===== src/rtl/spfec_pkg.sv =====
// ----------------------------------------------------------------------------
// spfec_pkg
// Shared types and constants for the serial packet framer with byte stuffing
// and additive checksum.
// ----------------------------------------------------------------------------
package spfec_pkg;

  localparam int unsigned BYTE_W      = 8;
  localparam int unsigned CFG_IDX_W   = 2;
  localparam int unsigned MAX_PAYLOAD = 254;
  localparam int unsigned QUEUE_DEPTH = 2;
  localparam int unsigned QPTR_W      = $clog2(QUEUE_DEPTH);
  localparam int unsigned QCNT_W      = $clog2(QUEUE_DEPTH + 1);

  localparam logic [BYTE_W-1:0] SYNC_RESET   = 8'hE0;
  localparam logic [BYTE_W-1:0] ESCAPE_RESET = 8'hD0;

  // configuration register indexes
  localparam logic [CFG_IDX_W-1:0] REG_SYNC       = 2'd0;
  localparam logic [CFG_IDX_W-1:0] REG_ESCAPE     = 2'd1;
  localparam logic [CFG_IDX_W-1:0] REG_ESC_TRAILER = 2'd2;

  // line byte slots of one item, in send order
  localparam int unsigned STEP_SYNC  = 0;
  localparam int unsigned STEP_DEST  = 1;
  localparam int unsigned STEP_LEN   = 2;
  localparam int unsigned STEP_ESC_D = 3;
  localparam int unsigned STEP_DATA  = 4;
  localparam int unsigned STEP_ESC_C = 5;
  localparam int unsigned STEP_CSUM  = 6;
  localparam int unsigned NUM_STEPS  = 7;

  typedef logic [NUM_STEPS-1:0] step_mask_t;

  typedef struct packed {
    logic [BYTE_W-1:0] sync_value;
    logic [BYTE_W-1:0] escape_value;
    logic              escape_trailer;
  } cfg_t;

  // one classified item waiting for the back end
  typedef struct packed {
    step_mask_t        steps;
    logic [BYTE_W-1:0] dest;
    logic [BYTE_W-1:0] len;
    logic [BYTE_W-1:0] data;
    logic [BYTE_W-1:0] csum;
  } desc_t;

  typedef struct packed {
    logic  push;
    desc_t desc;
  } qwr_t;

  typedef struct packed {
    logic empty;
    logic full;
  } qstat_t;

endpackage


===== src/rtl/spfec_if.sv =====
// ----------------------------------------------------------------------------
// spfec_if
// Channel interfaces: payload items in, line bytes out, register writes.
// ----------------------------------------------------------------------------
interface spfec_item_if;
  logic       valid;
  logic       ready;
  logic [7:0] destination;
  logic [7:0] payload_count;
  logic [7:0] payload_byte;
  logic       first_byte;
  logic       last_byte;

  modport source (output valid, destination, payload_count, payload_byte,
                  first_byte, last_byte, input ready);
  modport sink (input valid, destination, payload_count, payload_byte,
                first_byte, last_byte, output ready);
endinterface

interface spfec_line_if;
  logic       valid;
  logic       ready;
  logic [7:0] line_byte;
  logic       run_end;
  logic       frame_end;

  modport source (output valid, line_byte, run_end, frame_end, input ready);
  modport sink (input valid, line_byte, run_end, frame_end, output ready);
endinterface

interface spfec_cfg_if;
  logic       valid;
  logic       ready;
  logic [1:0] index;
  logic [7:0] data;

  modport source (output valid, index, data, input ready);
  modport sink (input valid, index, data, output ready);
endinterface


===== src/rtl/serial_packet_framer_escape_checksum_top.sv =====
// ----------------------------------------------------------------------------
// serial_packet_framer_escape_checksum_top
// Frames payload bytes for a multidrop serial link with byte stuffing and an
// additive checksum.
// ----------------------------------------------------------------------------
// Usage:
//   item: one payload byte per beat, with destination and count taken on the
//     beat marked first_byte, and last_byte closing the frame.
//   line: one line byte per beat; run_end marks the last byte caused by an
//     item, frame_end the byte that carries the checksum.
//   cfg:  register writes (sync, escape, trailer stuffing), always ready;
//     write them only while no item is in flight.
// Flow: with the back end idle, an accepted item is written into the queue and
//   its first line byte is then registered into the output stage. Each item
//   produces 1 to 7 line bytes, one per cycle while line.ready does not stall
//   the output; the sequencer's one byte per cycle sets the sustained rate.
//   Items are accepted every cycle while the two-entry queue has room.
// Reset: clears the checksum, the queue, the sequencer and the output stage,
//   and loads the sync (0xE0) and escape (0xD0) bytes with trailer stuffing
//   off.
// Stall: when line.ready is low the output byte holds; the queue fills and
//   item.ready drops once it is full.
// ----------------------------------------------------------------------------
module serial_packet_framer_escape_checksum_top (
  input  logic          clk,
  input  logic          rst,
  spfec_item_if.sink    item,
  spfec_line_if.source  line,
  spfec_cfg_if.sink     cfg
);

  spfec_pkg::cfg_t   regs;
  spfec_pkg::qwr_t   qwr;
  spfec_pkg::qstat_t qstat;
  spfec_pkg::desc_t  head;
  logic              pop;

  spfec_cfg_regs u_cfg (
    .clk  (clk),
    .rst  (rst),
    .cfg  (cfg),
    .regs (regs)
  );

  spfec_front u_front (
    .clk   (clk),
    .rst   (rst),
    .item  (item),
    .regs  (regs),
    .qstat (qstat),
    .qwr   (qwr)
  );

  spfec_queue u_queue (
    .clk   (clk),
    .rst   (rst),
    .qwr   (qwr),
    .pop   (pop),
    .head  (head),
    .qstat (qstat)
  );

  spfec_back u_back (
    .clk   (clk),
    .rst   (rst),
    .regs  (regs),
    .head  (head),
    .qstat (qstat),
    .pop   (pop),
    .line  (line)
  );

endmodule


===== src/rtl/spfec_cfg_regs.sv =====
// ----------------------------------------------------------------------------
// spfec_cfg_regs
// Configuration registers: sync byte, escape byte, trailer stuffing enable.
// ----------------------------------------------------------------------------
module spfec_cfg_regs (
  input  logic               clk,
  input  logic               rst,
  spfec_cfg_if.sink          cfg,
  output spfec_pkg::cfg_t    regs
);

  assign cfg.ready = 1'b1;

  always_ff @(posedge clk) begin
    if (rst) begin
      regs.sync_value     <= spfec_pkg::SYNC_RESET;
      regs.escape_value   <= spfec_pkg::ESCAPE_RESET;
      regs.escape_trailer <= 1'b0;
    end else if (cfg.valid) begin
      case (cfg.index)
        spfec_pkg::REG_SYNC:        regs.sync_value     <= cfg.data;
        spfec_pkg::REG_ESCAPE:      regs.escape_value   <= cfg.data;
        spfec_pkg::REG_ESC_TRAILER: regs.escape_trailer <= cfg.data[0];
        default: ;
      endcase
    end
  end

endmodule


===== src/rtl/spfec_front.sv =====
// ----------------------------------------------------------------------------
// spfec_front
// Accepts payload items, keeps the running checksum and classifies each item
// into the set of line bytes it causes.
// ----------------------------------------------------------------------------
module spfec_front (
  input  logic              clk,
  input  logic              rst,
  spfec_item_if.sink        item,
  input  spfec_pkg::cfg_t   regs,
  input  spfec_pkg::qstat_t qstat,
  output spfec_pkg::qwr_t   qwr
);

  logic [7:0] running_sum;
  logic [7:0] running_sum_next;
  logic [7:0] count_sat;
  logic [7:0] len;
  logic [7:0] base_sum;
  logic       data_stuff;
  logic       csum_stuff;
  logic       accept;

  assign item.ready = !qstat.full;
  assign accept     = item.valid && !qstat.full;

  always_comb begin
    count_sat = (item.payload_count > 8'(spfec_pkg::MAX_PAYLOAD)) ?
                8'(spfec_pkg::MAX_PAYLOAD) : item.payload_count;
    len       = count_sat + 8'd1;
    base_sum  = item.first_byte ? (item.destination + len) : running_sum;
    running_sum_next = base_sum + item.payload_byte;

    data_stuff = (item.payload_byte == regs.sync_value) ||
                 (item.payload_byte == regs.escape_value);
    csum_stuff = regs.escape_trailer &&
                 ((running_sum_next == regs.sync_value) ||
                  (running_sum_next == regs.escape_value));

    qwr.push = accept;
    qwr.desc.steps = '0;
    qwr.desc.steps[spfec_pkg::STEP_SYNC]  = item.first_byte;
    qwr.desc.steps[spfec_pkg::STEP_DEST]  = item.first_byte;
    qwr.desc.steps[spfec_pkg::STEP_LEN]   = item.first_byte;
    qwr.desc.steps[spfec_pkg::STEP_ESC_D] = data_stuff;
    qwr.desc.steps[spfec_pkg::STEP_DATA]  = 1'b1;
    qwr.desc.steps[spfec_pkg::STEP_ESC_C] = item.last_byte && csum_stuff;
    qwr.desc.steps[spfec_pkg::STEP_CSUM]  = item.last_byte;
    qwr.desc.dest = item.destination;
    qwr.desc.len  = len;
    qwr.desc.data = data_stuff ? (item.payload_byte - 8'd1) : item.payload_byte;
    qwr.desc.csum = csum_stuff ? (running_sum_next - 8'd1) : running_sum_next;
  end

  always_ff @(posedge clk) begin
    if (rst) begin
      running_sum <= '0;
    end else if (accept) begin
      running_sum <= running_sum_next;
    end
  end

endmodule


===== src/rtl/spfec_queue.sv =====
// ----------------------------------------------------------------------------
// spfec_queue
// Short queue of classified items between the front and the back end.
// ----------------------------------------------------------------------------
module spfec_queue (
  input  logic               clk,
  input  logic               rst,
  input  spfec_pkg::qwr_t    qwr,
  input  logic               pop,
  output spfec_pkg::desc_t   head,
  output spfec_pkg::qstat_t  qstat
);

  spfec_pkg::desc_t                  entries [spfec_pkg::QUEUE_DEPTH];
  logic [spfec_pkg::QPTR_W-1:0]      wr_ptr;
  logic [spfec_pkg::QPTR_W-1:0]      rd_ptr;
  logic [spfec_pkg::QCNT_W-1:0]      fill;

  assign head        = entries[rd_ptr];
  assign qstat.empty = (fill == '0);
  assign qstat.full  = (fill == spfec_pkg::QCNT_W'(spfec_pkg::QUEUE_DEPTH));

  always_ff @(posedge clk) begin
    if (qwr.push) begin
      entries[wr_ptr] <= qwr.desc;
    end
  end

  always_ff @(posedge clk) begin
    if (rst) begin
      wr_ptr <= '0;
      rd_ptr <= '0;
      fill   <= '0;
    end else begin
      if (qwr.push) begin
        wr_ptr <= (wr_ptr == spfec_pkg::QPTR_W'(spfec_pkg::QUEUE_DEPTH - 1)) ?
                  '0 : wr_ptr + 1'b1;
      end
      if (pop) begin
        rd_ptr <= (rd_ptr == spfec_pkg::QPTR_W'(spfec_pkg::QUEUE_DEPTH - 1)) ?
                  '0 : rd_ptr + 1'b1;
      end
      if (qwr.push && !pop) begin
        fill <= fill + 1'b1;
      end else if (pop && !qwr.push) begin
        fill <= fill - 1'b1;
      end
    end
  end

endmodule


===== src/rtl/spfec_back.sv =====
// ----------------------------------------------------------------------------
// spfec_back
// Walks the line byte slots of the head item, one byte per cycle while the
// output is not stalled, into a registered output stage.
// ----------------------------------------------------------------------------
module spfec_back (
  input  logic              clk,
  input  logic              rst,
  input  spfec_pkg::cfg_t   regs,
  input  spfec_pkg::desc_t  head,
  input  spfec_pkg::qstat_t qstat,
  output logic              pop,
  spfec_line_if.source      line
);

  spfec_pkg::step_mask_t rem;
  logic                  started;
  spfec_pkg::step_mask_t cur;
  spfec_pkg::step_mask_t sel;
  spfec_pkg::step_mask_t rest;
  logic [7:0]            byte_sel;
  logic                  emit;
  logic                  line_valid;
  logic [7:0]            line_byte;
  logic                  run_end;
  logic                  frame_end;

  assign line.valid     = line_valid;
  assign line.line_byte = line_byte;
  assign line.run_end   = run_end;
  assign line.frame_end = frame_end;

  always_comb begin
    cur  = started ? rem : head.steps;
    // lowest pending slot goes out next
    sel  = cur & (~cur + 1'b1);
    rest = cur & ~sel;
    emit = !qstat.empty && (!line_valid || line.ready);
    pop  = emit && (rest == '0);

    if (sel[spfec_pkg::STEP_SYNC]) begin
      byte_sel = regs.sync_value;
    end else if (sel[spfec_pkg::STEP_DEST]) begin
      byte_sel = head.dest;
    end else if (sel[spfec_pkg::STEP_LEN]) begin
      byte_sel = head.len;
    end else if (sel[spfec_pkg::STEP_DATA]) begin
      byte_sel = head.data;
    end else if (sel[spfec_pkg::STEP_CSUM]) begin
      byte_sel = head.csum;
    end else begin
      byte_sel = regs.escape_value;
    end
  end

  always_ff @(posedge clk) begin
    if (rst) begin
      started    <= 1'b0;
      rem        <= '0;
      line_valid <= 1'b0;
    end else begin
      if (emit) begin
        line_valid <= 1'b1;
        started    <= (rest != '0);
        rem        <= rest;
      end else if (line.ready) begin
        line_valid <= 1'b0;
      end
    end
  end

  always_ff @(posedge clk) begin
    if (emit) begin
      line_byte <= byte_sel;
      run_end   <= (rest == '0);
      frame_end <= sel[spfec_pkg::STEP_CSUM];
    end
  end

endmodule

===== src/flat_wrapper.sv =====
// flat-port wrapper written by rule: the top's interface ports become plain ports
module serial_packet_framer_escape_checksum_top_flat 
  (clk, rst, item_valid, item_destination, item_payload_count, item_payload_byte, item_first_byte, item_last_byte, item_ready, line_valid, line_line_byte, line_run_end, line_frame_end, line_ready, cfg_valid, cfg_index, cfg_data, cfg_ready);
  spfec_item_if item_i ();
  spfec_line_if line_i ();
  spfec_cfg_if cfg_i ();
  input  logic clk;
  input  logic rst;
  input wire logic [$bits(item_i.valid)-1:0] item_valid;
  input wire logic [$bits(item_i.destination)-1:0] item_destination;
  input wire logic [$bits(item_i.payload_count)-1:0] item_payload_count;
  input wire logic [$bits(item_i.payload_byte)-1:0] item_payload_byte;
  input wire logic [$bits(item_i.first_byte)-1:0] item_first_byte;
  input wire logic [$bits(item_i.last_byte)-1:0] item_last_byte;
  output wire logic [$bits(item_i.ready)-1:0] item_ready;
  output wire logic [$bits(line_i.valid)-1:0] line_valid;
  output wire logic [$bits(line_i.line_byte)-1:0] line_line_byte;
  output wire logic [$bits(line_i.run_end)-1:0] line_run_end;
  output wire logic [$bits(line_i.frame_end)-1:0] line_frame_end;
  input wire logic [$bits(line_i.ready)-1:0] line_ready;
  input wire logic [$bits(cfg_i.valid)-1:0] cfg_valid;
  input wire logic [$bits(cfg_i.index)-1:0] cfg_index;
  input wire logic [$bits(cfg_i.data)-1:0] cfg_data;
  output wire logic [$bits(cfg_i.ready)-1:0] cfg_ready;
  assign item_i.valid = item_valid;
  assign item_i.destination = item_destination;
  assign item_i.payload_count = item_payload_count;
  assign item_i.payload_byte = item_payload_byte;
  assign item_i.first_byte = item_first_byte;
  assign item_i.last_byte = item_last_byte;
  assign item_ready = item_i.ready;
  assign line_valid = line_i.valid;
  assign line_line_byte = line_i.line_byte;
  assign line_run_end = line_i.run_end;
  assign line_frame_end = line_i.frame_end;
  assign line_i.ready = line_ready;
  assign cfg_i.valid = cfg_valid;
  assign cfg_i.index = cfg_index;
  assign cfg_i.data = cfg_data;
  assign cfg_ready = cfg_i.ready;
  serial_packet_framer_escape_checksum_top u_core (.clk(clk), .rst(rst), .item(item_i), .line(line_i), .cfg(cfg_i));
endmodule

===== config.mk =====
export PLATFORM = sky130hd
export DESIGN_NAME = serial_packet_framer_escape_checksum_top_flat
export DESIGN_NICKNAME = d
export VERILOG_FILES = /design/src/rtl/spfec_pkg.sv /design/src/rtl/spfec_if.sv /design/src/rtl/serial_packet_framer_escape_checksum_top.sv /design/src/rtl/spfec_cfg_regs.sv /design/src/rtl/spfec_front.sv /design/src/rtl/spfec_queue.sv /design/src/rtl/spfec_back.sv /design/src/flat_wrapper.sv
export SDC_FILE = /design/constraint.sdc
export NUM_CORES = 1
export LEC_CHECK = 0
export BUFFER_PORTS_ARGS = -buffer_cell sky130_fd_sc_hd__buf_2
export CAP_MARGIN = 20
export CORE_MARGIN = 1
export CORE_UTILIZATION = 44
export CTS_CLUSTER_SIZE = 16
export DETAILED_ROUTE_END_ITERATION = 7
export PLACE_DENSITY_LB_ADDON = 0.12
export SYNTH_ARGS = -nofsm -noshare
export SYNTH_HDL_FRONTEND = slang
export SYNTH_HIERARCHICAL = 1
export SYNTH_SLANG_ARGS = --single-unit
export TNS_END_PERCENT = 10

===== constraint.sdc =====
create_clock -name clk -period 10.5 [get_ports clk]
set_input_delay 0.525 -clock clk [delete_from_list [all_inputs] [get_ports clk]]
set_output_delay 0.525 -clock clk [all_outputs]
set_load 0.005 [all_outputs]

==> run summary <==
Synth Warn # = 6
row count = 46
sequential share of the synthesized area = 46.2%
CP max-delay cell = a2111oi_0
Worst-path clk slew = 50 ps
Post-CTS Hold Fix Bufs = 0
Setup Fix Bufs, Post-CTS = 0
Hold Path Depth = 1
flops & latches, synth = 126
H-tree depth = 4
crit-path cells = buf_2 -> and4_1 -> a41oi_1 -> ha_1 -> nand3_1 -> xnor2_1 -> ha_1 -> and3_1 -> a2111oi_0 -> xnor2_1 -> mux2_2 -> ha_1 -> a21oi_1 -> o21a_1 -> xnor3_1 -> nor3_2 -> a22oi_2 -> o31ai_2 -> mux2i_1
number of remaining DRC errors = 0
clock insertion delay at the later pin of the skew report = 420 ps
core area = 0.0161 mm²
Multi-input gate area = 0.00363 mm²
pwr/cell area = 255 mW/mm²
GPL Wtd Cong = 0.825
TritonCTS Buffers = 17
Synth-to-Final Area Change = 12.2%
critical hold path startpoint = item_destination[0]
CTS Sinks = 126
Initial Utilization = 45.7%
Tmin final = 5230 ps
IO buf count = 52
drt wl/cell = 20.2 µm
main flop type after synthesis = edfxtp_1
vias in the first global route = 5025
Min-Delay Endpoint = u_core/u_queue/entries[1][24]
Hold Crit Class = in -> reg
All-Layer GR Usage = 22.0%
R2R setup slack = 6640 ps
# nets final = 726
Finish-stage setup viols = 0
Die W = 131 µm
crit path DAT = 5480 ps
Syn Inst Count = 632
global-route wire length before repair = 28400 µm
average size of a mapped cell = 11.6 µm²
Least-Margin Pin Slew = 1020 ps
Stages on worst setup path = 19
achievable frequency = 191 MHz
WP buf/inv = 1
fillers = 1473
Register Area = 0.00340 mm²
dpl hpwl = 13200 µm
met1 Usage GRT = 28.8%
Final period util = 49.8%
DRT iter0 DRCs = 296
Max rail drop VDD = 0.127 mV
final wirelength = 18000 µm
Final ANT Viol Nets = 0
DR vias/cell = 5.61
1st-pass router iterations = 5
clk_skew = 6.89 ps
die area = 0.0173 mm²
Critical Path RT = 10750 ps
Vias = 5011
GRT busiest layer = met2
TritonCTS clock tree = done
total gr overflow = 0
Die Ht = 131 µm
cell mode on critical path = ha_1
critical path class = in -> reg
commonest non-fill, non-tap cell in the layout = edfxtp_1
Worst path top cell family by delay = compound AO/OA/AOI/OAI gates
Leak = 0.00310 µW
Setup TNS = 0 ps
ant diodes = 0
CP startpoint kind = input port
crit-path max FO = 7
met3 Usage GRT = 3.97%
initial antenna violation count = 0
routing usage on met2 = 35.4%
io pins = 54
Slew Limit Fails = 0
CTS Buffer Depth = 2
fraction of layout cells with a size suffix above 1 = 25.7%
Netlist Area Pre-Place = 0.00736 mm²
outcome = complete, no violations
Async SR Flop Fraction = 0%
final hold violations = 0
worst r2r dst = u_core/u_queue/fill[1]
max cap viols = 0
commonest non-fill, non-tap cells in the layout = edfxtp_1 (88), mux2_2 (56), nor2_1 (54)
# resized after CTS = 0
root buf cell = clkbuf_16
post-route cell area = 0.00826 mm²
unrepaired setup endpoints after global routing = no
peak per-stage delay on the critical path = 520 ps
Yosys cell types = 72
Worst Reg-to-Reg Cells = 10
area post-placement = 0.00765 mm²
syn_nets = 694
largest net degree at the start of global routing = 49
crit path capture type = flop
Post-synth EDFFs = 88
Slew headroom = 31.8%
[metrics by stage]
| stage | worst slack, ps | cells | utilization (%) | hold WS [ps] | power [µW] |
|---|---|---|---|---|---|
| after floorplan | 5640 | 632 | - | 428 | 1320 |
| after global placement | 5080 | 861 | 47.5 | 436 | 1490 |
| after detailed placement | 4910 | 861 | 47.5 | 450 | 1510 |
| after CTS | 5340 | 893 | 51.3 | 322 | 2120 |
| after global routing | 4820 | 893 | 51.3 | 329 | 2220 |
| final | 5270 | 893 | 51.3 | 333 | 2110 |
[registers in the layout, indices dropped and copies added (netlist names), named ones only]
| name | cells |
|---|---|
| u_core/u_back/line.line_byte | 8 |
| u_core/u_queue/rd_ptr | 1 |
| u_core/u_back/line.run_end | 1 |
| u_core/u_queue/fill | 2 |
| u_core/u_back/started | 1 |
| u_core/u_cfg/regs | 17 |
| u_core/u_queue/entries | 78 |
| u_core/u_back/line.frame_end | 1 |
| u_core/u_back/line.valid | 1 |
| u_core/u_back/rem | 6 |
| u_core/u_queue/wr_ptr | 1 |
| u_core/u_front/running_sum | 8 |
[cell families (layout without fill, tap and decap cells)]
group,after synthesis,after routing,synth area share [%]
flip-flops,126,126,46.2
AND/OR/NAND/NOR,169,169,12.8
AO/OA/AOI/OAI,112,112,11.5
multiplexers,78,78,11.7
XOR/XNOR,63,63,9.32
buffers and inverters,61,106,4.61
adder cells (fa/ha/maj),21,21,3.77
other,2,2,0.102
[layout make-up]
class                   count  area share [%]
clock inverters            12            2.04
inverters                  19           0.863
flip-flops and latches    126            41.2
repair buffers             55            3.42
well taps                 216            3.27
multi-input cells         445            43.9
clock buffers              20            5.29
[Yosys cell counts, types with 3 or more instances]
library cell,n,area [µm²]
edfxtp_1,88,2640
mux2_2,56,631
nor2_1,54,203
dfxtp_1,38,761
xnor2_1,37,324
a21oi_1,34,170
nand2_1,24,90.1
nand2b_1,22,138
mux2i_1,21,210
ha_1,19,238
inv_1,18,67.6
buf_4,17,128
xor2_1,16,140
nor3_1,15,75.1
clkbuf_1,12,45.0
a21o_1,11,82.6
o31ai_2,9,113
nand3_1,8,40.0
o211ai_1,8,60.1
a22oi_1,7,52.6
buf_2,7,35.0
or3_1,7,43.8
xnor3_1,7,158
a221oi_1,6,52.6
buf_6,5,56.3
nand4_1,5,31.3
o21ai_0,5,25.0
a211oi_1,4,30.0
and2_1,4,25.0
and3_1,4,25.0
nor2b_1,4,25.0
o31ai_1,4,30.0
nor4_4,3,63.8
o2bb2ai_1,3,26.3
[layer usage]
layer  vias up  wire (µm)
met2       102       8740
li1       2378          -
met5         -          0
met4         0        486
met1      2502       8230
met3        29        539
[how the worst max path moves through the flow]
stage / end / start
floorplan: u_core/u_queue/entries[0][1] / item_payload_count[2]
global placement: u_core/u_queue/entries[0][1] / item_payload_count[2]
detailed placement: u_core/u_queue/entries[0][1] / item_payload_count[2]
CTS: u_core/u_queue/entries[1][1] / item_payload_count[2]
global route: u_core/u_queue/entries[1][1] / item_payload_count[2]
finish: u_core/u_queue/entries[1][1] / item_payload_count[2]
[power breakdown]
group | total (µW) | switching, µW | internal, µW
registers | 710 | 37.5 | 672
logic | 792 | 463 | 328
clock network | 606 | 212 | 394
[worst register-to-register path, stage by stage, from the launching register on]
cell and delay, ps:
dfxtp_1 300, buf_4 450, mux2_2 570, nor4_4 420, or2_1 520, a21oi_1 160, nor4_2 420, inv_1 90
ha_1 330, or3_1 370, a21oi_1 150
(Power assumes the default switching activity.)
